--- config.mk ---
export PLATFORM = sky130hd
export DESIGN_NAME = snpm_ctrl
export DESIGN_NICKNAME = d
export VERILOG_FILES = /design/src/rtl/snpm_pkg.sv /design/src/rtl/snpm_ctrl.sv
export SDC_FILE = /design/constraint.sdc
export NUM_CORES = 1
export LEC_CHECK = 0
export BUFFER_PORTS_ARGS = -buffer_cell sky130_fd_sc_hd__clkbuf_2
export CAP_MARGIN = 20
export CORE_AREA = 2 2 39 41
export CTS_CLUSTER_SIZE = 24
export DETAILED_ROUTE_END_ITERATION = 7
export DIE_AREA = 0 0 41 43
export PLACE_DENSITY_LB_ADDON = 0.08
export SKIP_CTS_REPAIR_TIMING = 1
export SLEW_MARGIN = 20
export SYNTH_ARGS = -nofsm -noshare
export SYNTH_HDL_FRONTEND = slang
export SYNTH_SLANG_ARGS = --single-unit
--- constraint.sdc ---
create_clock -name clk -period 2.85 [get_ports clk]
set_input_delay 0.1425 -clock clk [delete_from_list [all_inputs] [get_ports clk]]
set_output_delay 0.1425 -clock clk [all_outputs]
set_load 0.01 [all_outputs]
--- src/rtl/snpm_pkg.sv ---
// Shared types and constants of the sparse negacyclic polynomial multiplier.
package snpm_pkg;

  localparam int DEGREE_DEF    = 1024;
  localparam int COEF_BITS_DEF = 32;
  localparam int IDX_W         = 10;
  localparam int VAL_W         = 32;

  typedef enum logic [1:0] {
    REQ_LOAD  = 2'd0,
    REQ_TERM  = 2'd1,
    REQ_CLEAR = 2'd2,
    REQ_READ  = 2'd3
  } req_t;

  typedef enum logic [2:0] {
    ST_INIT,
    ST_IDLE,
    ST_REDUCE,
    ST_TERM,
    ST_CLEAR,
    ST_READ,
    ST_RESULT
  } state_t;

  typedef struct packed {
    logic capture;
    logic load_src;
    logic cnt_clr;
    logic cnt_inc;
    logic zero_wr;
    logic term_rd;
    logic pos_fold;
    logic prod_rd;
    logic res_load;
  } cmd_t;

  typedef struct packed {
    logic pos_big;
    logic cnt_last;
  } status_t;

endpackage

--- src/rtl/snpm_ctrl.sv ---
// Control state machine: sequences reset clearing, loads, terms, clears and reads.
module snpm_ctrl (
  input  logic                clk,
  input  logic                rst,
  input  logic                req_valid,
  input  logic [1:0]          req_type,
  input  logic                res_stall,
  input  snpm_pkg::status_t   status,
  output snpm_pkg::cmd_t      cmd,
  output logic                req_stall,
  output logic                res_valid
);

  snpm_pkg::state_t state;
  snpm_pkg::state_t state_next;
  logic             res_valid_next;

  always_ff @(posedge clk) begin
    if (rst) begin
      state     <= snpm_pkg::ST_INIT;
      res_valid <= 1'b0;
    end else begin
      state     <= state_next;
      res_valid <= res_valid_next;
    end
  end

  always_comb begin
    state_next = state;
    unique case (state)
      snpm_pkg::ST_INIT: begin
        if (status.cnt_last) state_next = snpm_pkg::ST_IDLE;
      end
      snpm_pkg::ST_IDLE: begin
        if (req_valid) begin
          unique case (snpm_pkg::req_t'(req_type))
            snpm_pkg::REQ_LOAD:  state_next = snpm_pkg::ST_IDLE;
            snpm_pkg::REQ_TERM:  state_next = snpm_pkg::ST_REDUCE;
            snpm_pkg::REQ_CLEAR: state_next = snpm_pkg::ST_CLEAR;
            snpm_pkg::REQ_READ:  state_next = snpm_pkg::ST_READ;
            default:             state_next = snpm_pkg::ST_IDLE;
          endcase
        end
      end
      snpm_pkg::ST_REDUCE: begin
        if (!status.pos_big) state_next = snpm_pkg::ST_TERM;
      end
      snpm_pkg::ST_TERM: begin
        if (status.cnt_last) state_next = snpm_pkg::ST_IDLE;
      end
      snpm_pkg::ST_CLEAR: begin
        if (status.cnt_last) state_next = snpm_pkg::ST_IDLE;
      end
      snpm_pkg::ST_READ: begin
        state_next = snpm_pkg::ST_RESULT;
      end
      snpm_pkg::ST_RESULT: begin
        if (!res_valid || !res_stall) state_next = snpm_pkg::ST_IDLE;
      end
      default: state_next = snpm_pkg::ST_INIT;
    endcase
  end

  always_comb begin
    cmd = '0;
    unique case (state)
      snpm_pkg::ST_INIT: begin
        cmd.zero_wr = 1'b1;
        cmd.cnt_inc = 1'b1;
      end
      snpm_pkg::ST_IDLE: begin
        cmd.capture  = 1'b1;
        cmd.cnt_clr  = req_valid;
        cmd.load_src = req_valid && (req_type == snpm_pkg::REQ_LOAD);
      end
      snpm_pkg::ST_REDUCE: begin
        cmd.pos_fold = status.pos_big;
      end
      snpm_pkg::ST_TERM: begin
        cmd.term_rd = 1'b1;
        cmd.cnt_inc = 1'b1;
      end
      snpm_pkg::ST_CLEAR: begin
        cmd.zero_wr = 1'b1;
        cmd.cnt_inc = 1'b1;
      end
      snpm_pkg::ST_READ: begin
        cmd.prod_rd = 1'b1;
      end
      snpm_pkg::ST_RESULT: begin
        cmd.res_load = !res_valid || !res_stall;
      end
      default: cmd = '0;
    endcase
  end

  always_comb begin
    if (cmd.res_load) begin
      res_valid_next = 1'b1;
    end else if (!res_stall) begin
      res_valid_next = 1'b0;
    end else begin
      res_valid_next = res_valid;
    end
  end

  assign req_stall = (state != snpm_pkg::ST_IDLE);

endmodule

* Word-level counts from Yosys, hierarchy flattened
Index checks and enable logic that the tools add are counted.
Storage, ports and cells: register bits 4, latch bits 0, memory bits (writable) 0, bits in read-only memories 0, input port bits 8, logic and storage cells 41, memories 0
Operators by class: $add $sub $neg 0, multiply operators 0, divide/modulo/power cells 0, $lt $le $gt $ge 0, equality and inequality tests 15, shift-type cells 0, muxes and demuxes 15, bitwise logic cells 0, reduce and logical (&&, ||, !) cells 9
Operators by type and width (count):
- 3-bit 2-to-1 mux | 5
- 3-bit one-hot mux with 5 select lines | 1
- 3-bit one-hot mux with 4 select lines | 1
- 3-bit equality test (second input constant) | 3
- 1-bit 2-to-1 mux | 8
- 3-bit by 2-bit equality test with 1-bit output (second input constant) | 2
- 2-bit != test (second input constant) | 3
- 2-bit equality test (second input constant) | 2
- 2-bit by 1-bit != test with 1-bit output (second input constant) | 2
- 4-bit AND reduction | 1
- 3-bit by 1-bit equality test with 1-bit output (second input constant) | 1
- 3-bit logical NOT | 1
- 3-bit by 1-bit != test with 1-bit output (second input constant) | 1
- 3-bit OR reduction | 1
- 2-bit by 1-bit equality test with 1-bit output (second input constant) | 1
- 1-bit logical NOT | 2
- 2-bit logical NOT | 1
- 2-bit OR reduction | 1
- 1-bit logical AND | 1
- 1-bit logical OR | 1

* Depth between registers and ports, before layout
depth in word-level cells 4, gate-level depth with buffers 5, mapped depth without buffers 5

* Worst setup path after synthesis
No wires, ideal clock.
path type register to output, start point register state[0], end point output cmd[6] in the netlist's numbering, arrival time 1.042 ns, data required time 2.707 ns, slack 1.666 ns, stages on the path, launching flop included 5, buffers on the path 0, path through dfxtp_1 nor2b_2 nor2b_4 inv_2 nor2_1
RTL lines:
- start, declared | line snpm_ctrl.sv:14 | snpm_pkg::state_t state;
- start signal, assigned | line snpm_ctrl.sv:20 | state <= snpm_pkg::ST_INIT;
- start signal, assigned | line snpm_ctrl.sv:23 | state <= state_next;
- end, declared | line snpm_ctrl.sv:9 | output snpm_pkg::cmd_t cmd,

==> impl_metrics.ini <==
[power]
finalPower_uw = 197.9
p_sw_share_pct = 31.28
p_seq_share_pct = 33.5
powerDensity_nw_per_um2 = 396.4
p_int_uw = 136.0
comb_power_share_pct = 30.0
p_clk_share_pct = 36.5
ir_worst_vdd_v = 0.0001788
p_leak_uw = 0.0002640
p_switching_uw = 61.90

[job]
max-cap-violations = 0

[final_layout]
fin_nets = 83
diodes = 0
area_growth_pct = 31.68
design_area_sq_um = 499.2
drive_gt1_share_pct = 38.24
fin_cells = 84

[setup_path]
critPathLaunch = state[0]$_SDFFE_PP0P_
crit_type = flip-flop to output port
ff2ff_setup_slack_ns = 1.63
crit_arrival_ns = 1.42
critPathMaxFanout = 9
critPathLaunchType = flip-flop
r2r_start = state[1]$_SDFFE_PP0P_
endpoint_kind = output port
r2r-end = state[0]$_SDFFE_PP0P_
crit_end = cmd[7]
reg2regPathDepth = 4
required_ns = 2.71

[min_path]
hold_class = input pin to flip-flop

[clocking]
cts_tree = built
clockRootBuffer = clkbuf_4
cts_max_level = 1
cts.sinks = 4
numCtsBuffers = 3
clk_path_buf_depth = 2
clkSlewWorstSetupHoldPaths_ns = 0.04
clk-insertion-delay-late_ns = 0.24

[routing]
vias_per_cell = 4.619
drt_iter0_drc = 4
dr.pass1.iters = 3
via_count = 388
wl_per_cell_microns = 10.06
wirelength_microns = 845
antenna_left = 0
post-route-drc-count = 0

[synthesis]
yosys_warnings = 0
yosys.area.top_type_share_pct = 21.12
avgSynthCellArea_sq_um = 7.737
synth.distinct_cells = 27
synthCells = 49
synth-async-reset-ratio_pct = 0
synth_common_cells = 6 x nand2_1, 5 x ha_1, 4 x dfxtp_1, 4 x inv_1, 4 x nor2_1
ys_seq_elements = 4
synthesis.nets = 62
ys_top_cells_by_area = dfxtp_1 21%, ha_1 17%, nand2_1 5.9%
syn-cell-area_sq_um = 379.1
synth_edf_count = 0
yosysMostFrequentCell = nand2_1
ys_seq_area_share_pct = 21.12
synth_ff_type = dfxtp_1
yosysTopAreaCell = dfxtp_1

[placed_design]
portBuffers = 18
place_congestion = 0.6881
dp_hpwl_microns = 671.5
dp_worst_setup_slack_ns = 1.514
placed_cells = 81
dpl_cell_area_sq_um = 476.7

[grt]
grt.overflow.total = 0
grt_pass1_vias = 337
grt_usage_pct = 11.52
antenna_found_initial = 0
grt_first_pass_wirelength_mm = 1.331
grt_max_degree = 12

[die]
fp.coreArea_sq_um = 1384
die_h_microns = 43
rows = 14
die_area_sq_um = 1763
io_pins = 19
start_util_pct = 27.40
die_w_microns = 41

[sta]
setup_viol = 0
fmaxAchievable_ghz = 0.6395
maxSlewHeadroom_pct = 74.00
worstMarginPinSlew_ns = 0.3895
slew_viol_final = 0
min_period_ns = 1.564
fin_ws_ns = 1.286
finClkSkew_ns = 0.007932
fin_crit_sh_pct = 54.87
hold_viol = 0
tns_ns = 0
grt_setup_unrepaired = no

[status]
outcome = complete, no violations
## placed cells by master, fill, tap and decap left out, types with 2 or more instances in the layout
master / instances
clkbuf_2: 18
dfxtp_1: 4
ha_1: 5
o21ai_0: 2
nor3b_1: 2
inv_1: 4
nand2_1: 6
nor2_1: 4
a21oi_1: 3
clkbuf_4: 3
## how the worst min path moves through the flow
| stage | start | endpoint | depth (start not counted) |
|---|---|---|---|
| finish | rst | res_valid$_SDFFE_PP0P_ | 2 |
| global route | rst | state[2]$_SDFFE_PP0P_ | 2 |
| CTS | rst | res_valid$_SDFFE_PP0P_ | 2 |
| detailed placement | rst | res_valid$_SDFFE_PP0P_ | 2 |
| global placement | rst | state[2]$_SDFFE_PP0P_ | 2 |
| floorplan | rst | res_valid$_SDFFE_PP0P_ | 1 |
## worst max-delay path, cell delays in order, from the launching register on
cell and delay (ns):
dfxtp_1 0.43, nor2b_2 0.28, nor2b_4 0.20, and3_1 0.16, clkbuf_2 0.12
## sequential cells by signal, summed over array words and instances (netlist names)
name and flops:
res_valid 1, state 3
## per-layer routing
metal  track usage, %  vias up  wire, microns
met5                0        -              0
met4            8.000        0              0
met3            3.141        0             53
met2            15.94       14            394
met1            14.70      166            397
li1                 -      208              -
## cell families after synthesis
family	after synthesis	synth area share (%)
adder cells (fa/ha/maj)	5	16.50
buffers and inverters	7	8.248
AND/OR/NAND/NOR	22	34.98
flip-flops	4	21.12
AO/OA/AOI/OAI	11	19.14
## per-stage QoR
step	utilization, %	hold WS, ns
3_3_place_gp	34.45	0.3921
5_1_grt	36.08	0.1386
4_1_cts	36.08	0.1286
2_1_floorplan	-	0.2116
3_5_place_dp	34.45	0.3851
6_report	36.08	0.1259
## cell type report
type | count | area [sq um]
fillers | 154 | 884.6
multi-input cells | 38 | 267.8
repair buffers | 18 | 90.09
flip-flops and latches | 4 | 80.08
clock buffers | 3 | 22.52
well taps | 16 | 20.02
inverters | 5 | 18.77
## power groups by stage
stage / Clock, uW / Sequential [uW] / Combinational [uW]
after global routing: 79.1 / 67.2 / 67.1
after floorplan: 0 / 64.1 / 38.6
after CTS: 73.8 / 66.1 / 60.3
after global placement: 0 / 67.4 / 59.9
final: 72.3 / 66.3 / 59.3
after detailed placement: 0 / 67.3 / 59.8
(Power assumes the default switching activity.)
